--- config.mk ---
export PLATFORM = sky130hd
export DESIGN_NAME = mcal_cordic_cell
export DESIGN_NICKNAME = d
export VERILOG_FILES = /design/src/rtl/assert_macros.svh /design/src/rtl/mcal_pkg.sv /design/src/rtl/mcal_cordic_cell.sv
export SDC_FILE = /design/constraint.sdc
export NUM_CORES = 1
export LEC_CHECK = 0
export ABC_AREA = 1
export BUFFER_PORTS_ARGS = -buffer_cell sky130_fd_sc_hd__buf_2
export CORE_ASPECT_RATIO = 1.1
export CORE_MARGIN = 5
export CORE_UTILIZATION = 48
export DETAILED_ROUTE_END_ITERATION = 12
export PLACE_DENSITY = 0.77
export SETUP_SLACK_MARGIN = 0.05
export SLEW_MARGIN = 20
export SYNTH_ARGS = -nofsm -noshare
export SYNTH_HDL_FRONTEND = slang
export SYNTH_SLANG_ARGS = --single-unit
--- constraint.sdc ---
create_clock -name clk -period 2.1 [get_ports clk]
set_input_delay 0.42 -clock clk [delete_from_list [all_inputs] [get_ports clk]]
set_output_delay 0.42 -clock clk [all_outputs]
set_load 0.1 [all_outputs]
--- src/rtl/assert_macros.svh ---
// Assertion helpers for the RTL. Each macro samples on clk and is
// switched off while rst_n is low.
`ifndef ASSERT_MACROS_SVH
`define ASSERT_MACROS_SVH

// The consequent must hold in the same cycle as the antecedent.
`define ASSERT_SAME(lbl, ante, cons, msg) \
  lbl: assert property (@(posedge clk) disable iff (!rst_n) (ante) |-> (cons)) \
    else $error(msg);

// The consequent must hold in the cycle after the antecedent.
`define ASSERT_NEXT(lbl, ante, cons, msg) \
  lbl: assert property (@(posedge clk) disable iff (!rst_n) (ante) |=> (cons)) \
    else $error(msg);

`endif

--- src/rtl/mcal_pkg.sv ---
`timescale 1ns / 1ps
`default_nettype none
// ---------------------------------------------------------------------------
// mcal_pkg
// Types and constants shared by the magnetometer calibration and heading
// pipeline.
// ---------------------------------------------------------------------------
package mcal_pkg;

  // Width of the CORDIC x and y datapath and of the angle accumulator.
  localparam int unsigned CW = 27;
  localparam int unsigned ZW = 25;

  // Angle constants in 1/16384 degree.
  localparam logic signed [ZW-1:0] HALF_TURN = 25'sd2949120;
  localparam int unsigned ATAN_LEN = 24;
  localparam logic signed [ZW-1:0] ATAN_FINE [ATAN_LEN] = '{
    25'sd737280, 25'sd435242, 25'sd229970, 25'sd116736,
    25'sd58595,  25'sd29326,  25'sd14667,  25'sd7334,
    25'sd3667,   25'sd1833,   25'sd917,    25'sd458,
    25'sd229,    25'sd115,    25'sd57,     25'sd29,
    25'sd14,     25'sd7,      25'sd4,      25'sd2,
    25'sd1,      25'sd0,      25'sd0,      25'sd0
  };

  // Heading limit in 1/64 degree.
  localparam logic signed [16:0] HEAD_MAX = 17'sd11520;

  // Configuration register indexes.
  typedef enum logic [2:0] {
    REG_CAL_ENABLE = 3'd0,
    REG_BIAS_X     = 3'd1,
    REG_BIAS_Y     = 3'd2,
    REG_BIAS_Z     = 3'd3,
    REG_ROW0       = 3'd4,
    REG_ROW1       = 3'd5,
    REG_ROW2       = 3'd6,
    REG_NONE       = 3'd7
  } reg_idx_t;

  // Calibration settings seen by the correction stages.
  typedef struct packed {
    logic               en;
    logic signed [15:0] bias_x;
    logic signed [15:0] bias_y;
    logic signed [15:0] bias_z;
    logic        [47:0] row0;
    logic        [47:0] row1;
    logic        [47:0] row2;
  } cal_cfg_t;

  // One field vector with its valid flag.
  typedef struct packed {
    logic               vld;
    logic signed [15:0] x;
    logic signed [15:0] y;
    logic signed [15:0] z;
  } vec_t;

  // Contents of one CORDIC cell.
  typedef struct packed {
    logic                 vld;
    logic                 zero;
    logic signed [CW-1:0] x;
    logic signed [CW-1:0] y;
    logic signed [ZW-1:0] z;
    logic signed [15:0]   cx;
    logic signed [15:0]   cy;
    logic signed [15:0]   cz;
  } cordic_t;

endpackage
`default_nettype wire

--- src/rtl/mcal_cordic_cell.sv ---
`timescale 1ns / 1ps
`default_nettype none
// ---------------------------------------------------------------------------
// mcal_cordic_cell
// One vectoring CORDIC iteration with a fixed shift, registered.
// ---------------------------------------------------------------------------
module mcal_cordic_cell #(
  parameter int unsigned IDX = 0
) (
  input  wire logic              clk,
  input  wire logic              rst_n,
  input  wire mcal_pkg::cordic_t in_c,
  output mcal_pkg::cordic_t      out_c
);

  localparam logic signed [mcal_pkg::ZW-1:0] ANG = mcal_pkg::ATAN_FINE[IDX];

  mcal_pkg::cordic_t cell_r;
  mcal_pkg::cordic_t cell_nxt;

  logic signed [mcal_pkg::CW-1:0] xs;
  logic signed [mcal_pkg::CW-1:0] ys;

  always_comb begin
    xs       = in_c.x >>> IDX;
    ys       = in_c.y >>> IDX;
    cell_nxt = in_c;
    if (!in_c.y[mcal_pkg::CW-1]) begin
      cell_nxt.x = in_c.x + ys;
      cell_nxt.y = in_c.y - xs;
      cell_nxt.z = in_c.z + ANG;
    end else begin
      cell_nxt.x = in_c.x - ys;
      cell_nxt.y = in_c.y + xs;
      cell_nxt.z = in_c.z - ANG;
    end
  end

  always_ff @(posedge clk) begin
    cell_r <= cell_nxt;
    if (!rst_n) begin
      cell_r.vld <= 1'b0;
    end
  end

  assign out_c = cell_r;

endmodule
`default_nettype wire

==> impl_metrics.yaml <==
outcome:
  status: "finished clean"
placement:
  pre_cts_ws_ns: -0.261
  last_weighted_congestion_value_of_the_routability_driven_placer: 1.00
  dpl.hpwl_mm: 28.0
  placed_cells_incl_taps: 2098
  buffer_ports.inserted: 259
setup_path:
  worst_setup_path_end_kind: "flop"
  crit_required_ns: 2.36
  critical_path_buf_inv_count: 3
  cpPeakStageDelay_ns: 0.44
  timing.critical_path.mode_cell: "sky130_fd_sc_hd__nand2_1"
  timing.critical_path.max_delay_family: "simple AND/OR/NAND/NOR gates"
  crit_path_max_fanout: 8
  setup.worst_path.start: "in_c[77]"
  critPathLaunchType: "primary input"
  critical_path_class: "in -> reg"
  worst-endpoint-arrival_ns: 2.19
  path_cells: "buf_2, inv_1, ha_1, o21ai_1, inv_1, nand2_1, nand2_1, nand2_1, xor2_1, o21ai_0"
  timing.critical_path.slowest_stage_cell: "sky130_fd_sc_hd__ha_1"
sta:
  hold_violations: 0
  achievable-frequency_ghz: 0.518
  fin_crit_ns: 1.93
  holdWs_ns: 0.0888
  part_of_the_cycle_the_worst_path_needs: 0.920
  grt_setup_unrepaired: "no"
  report.final.setup_viol: 0
  worst_slew_margin_relative_to_its_limit: 0.591
  tightest_slew_ns: 0.614
  layout_setup_ws_ns: 0.169
  slew_viol_final: 0
cells_and_area:
  antenna-diode-count: 0
  post_route_cells_drive_above_1_share: 0.270
  most_frequent_cells_in_the_layout: "457 x sky130_fd_sc_hd__nand2_1, 259 x sky130_fd_sc_hd__buf_2, 251 x sky130_fd_sc_hd__inv_1"
  leading_cell_type_in_the_layout_fill_and_taps_excluded: "sky130_fd_sc_hd__nand2_1"
  layout.nets: 2101
  utilization: 0.657
  finalNonFillerCells: 2128
  layout-area-overhead-vs-synth_pct: 35.1
  number_of_flip_flops_under_the_largest_register_name: 128
power_and_ir_drop:
  p_leak_nw: 7.27
  part_of_the_total_power_dissipated_in_combinational_logic: 0.471
  power_switching_share: 0.481
  power_density_nw_per_um2: 831
  clock_network_power_share: 0.259
  int_power_mw: 5.40
  power.ir.vdd_worst_v: 0.000636
  share_seq_of_total_power: 0.270
  switchingPower_mw: 5.00
global_routing:
  grt_start_max_net_pins: 54
  global_route.usage.total: 0.291
  globalRoute.totalOverflow: 0
  grt_pass1_vias: 10300
  grt_antenna_before_repair: 0
  grt_first_pass_wirelength_mm: 50.9
floorplan:
  boundaryPins: 260
  start_util: 0.487
  die_h_um: 156
  die_width_um: 142
  die_area_um2: 22200
  num_rows: 53
  floorplan.core_area_um2: 19000
synth:
  yosys.area.top_type: "sky130_fd_sc_hd__dfxtp_1"
  postSynthRegisterBits: 128
  postSynthNetCount: 1681
  netlist.area_leader.share: 0.277
  synth_edf_count: 0
  async_flop_share: 0
  yosysUniqueCellTypes: 36
  yosys-top-cells-area: "sky130_fd_sc_hd__dfxtp_1 28%, sky130_fd_sc_hd__nand2_1 19%, sky130_fd_sc_hd__ha_1 13%, sky130_fd_sc_hd__inv_1 10%, sky130_fd_sc_hd__nand3_1 6.4%"
  synth_area_per_inst_um2: 6.39
  area_of_the_mapped_netlist_um2: 9260
  yosysWarningCount: 0
  ys.flop_type: "sky130_fd_sc_hd__dfxtp_1"
  fraction_of_the_yosys_area_taken_by_sequential_cells: 0.277
  synthesis.instances: 1450
worst_hold_path:
  startpoint_of_the_lowest_slack_hold_path: "in_c[40]"
  hold_path_class: "in -> reg"
cts:
  cts_made_buffers: 17
  cts_root_buf: "sky130_fd_sc_hd__clkbuf_16"
  cts_buffer_depth: 2
  ctsHtreeMaxLevel: 4
  cts_tree: "built"
  postCtsSetupRepairBufs: 0
  cts_num_sinks: 128
  path_clk_slew_ns: 0.07
detailed_routing:
  drt_iter0_markers: 829
  routed_wl_mm: 33.2
  antenna_violating_nets_post_route: 0
  drt_drc_violations_left: 0
  viasPerCell: 5.03
  vias: 10700
  post_drt_wl_per_cell_um: 15.6
  detailedRoute.firstPassIterationCount: 7
flow_run:
  cap_violations: 0
==> final cells by class <==
| cell class | count | area, um^2 |
|---|---|---|
| fill | 1766 | 6520 |
| multi-input combinational | 1028 | 5530 |
| timing repair buffer | 436 | 2630 |
| sequential | 128 | 2560 |
| inverter | 259 | 972 |
| clock buffer | 17 | 425 |
| tap | 247 | 309 |
| clock inverter | 13 | 91.3 |
==> layer usage <==
metal	global-route usage	vias to the layer above	wire, um
met5	0	-	0
met4	0.140	0	1590
met3	0.0383	94	2480
met2	0.524	458	16200
met1	0.338	4806	13000
li1	-	5350	-
==> cells in the mapped netlist, types with 2 or more instances <==
cell type                    n
sky130_fd_sc_hd__buf_1       2
sky130_fd_sc_hd__o21bai_1   16
sky130_fd_sc_hd__buf_4       7
sky130_fd_sc_hd__nand2_1   457
sky130_fd_sc_hd__nand3b_1    4
sky130_fd_sc_hd__a21oi_1    76
sky130_fd_sc_hd__nor2_4      5
sky130_fd_sc_hd__fa_1        4
sky130_fd_sc_hd__o22ai_1     5
sky130_fd_sc_hd__a31oi_1     2
sky130_fd_sc_hd__a21oi_2     7
sky130_fd_sc_hd__xnor2_1     5
sky130_fd_sc_hd__buf_6       3
sky130_fd_sc_hd__nor3_1      2
sky130_fd_sc_hd__nor2_1    100
sky130_fd_sc_hd__ha_1       96
sky130_fd_sc_hd__nand3_2     3
sky130_fd_sc_hd__o21ai_1     9
sky130_fd_sc_hd__nand2_2     6
sky130_fd_sc_hd__nor2_2     11
sky130_fd_sc_hd__o21ai_0    49
sky130_fd_sc_hd__inv_1     251
sky130_fd_sc_hd__nand4_1    28
sky130_fd_sc_hd__dfxtp_1   128
sky130_fd_sc_hd__inv_2       7
sky130_fd_sc_hd__buf_2      17
sky130_fd_sc_hd__clkbuf_1    6
sky130_fd_sc_hd__xor2_1     18
sky130_fd_sc_hd__nand3_1   119
==> final timing paths <==
kind,endpoint,slack [ns],cells after the start
worst min-delay path,out_c[40]$_DFF_P_,0.09,1
worst max-delay path,out_c[82]$_DFF_P_,0.17,10
==> cell families after synthesis <==
family          Yosys count  share of synthesized area
fa+ha+maj               100                      0.138
flops                   128                      0.277
buf+inv                 294                      0.127
xor+xnor                 23                     0.0218
simple gates            738                      0.337
compound gates          167                     0.0993
==> power by group through the flow <==
| stage | Clock (mW) | Sequential (mW) | Combinational (mW) |
|---|---|---|---|
| 6_report | 2.69 | 2.80 | 4.90 |
| 5_1_grt | 2.83 | 2.82 | 5.20 |
| 4_1_cts | 2.72 | 2.80 | 4.88 |
| 3_5_place_dp | 0 | 2.85 | 4.86 |
| 3_3_place_gp | 0 | 2.85 | 4.82 |
| 2_1_floorplan | 0 | 4.95 | 1.43 |
==> through the flow <==
stage | area (um^2) | power (mW) | setup TNS (ns)
final | 12500 | 10.4 | 0
after global routing | 12500 | 10.9 | 0
after CTS | 12500 | 10.4 | 0
after detailed placement | 12000 | 7.71 | -5.75
after global placement | 12000 | 7.68 | -5.36
after floorplan | 9260 | 6.38 | 0
==> what timing repair did <==
item,CTS,global route
setup endpoints to repair,0,3
hold buffers,0,0
gates resized for setup,0,2
Note: power is estimated with default switching activity, not from simulation.
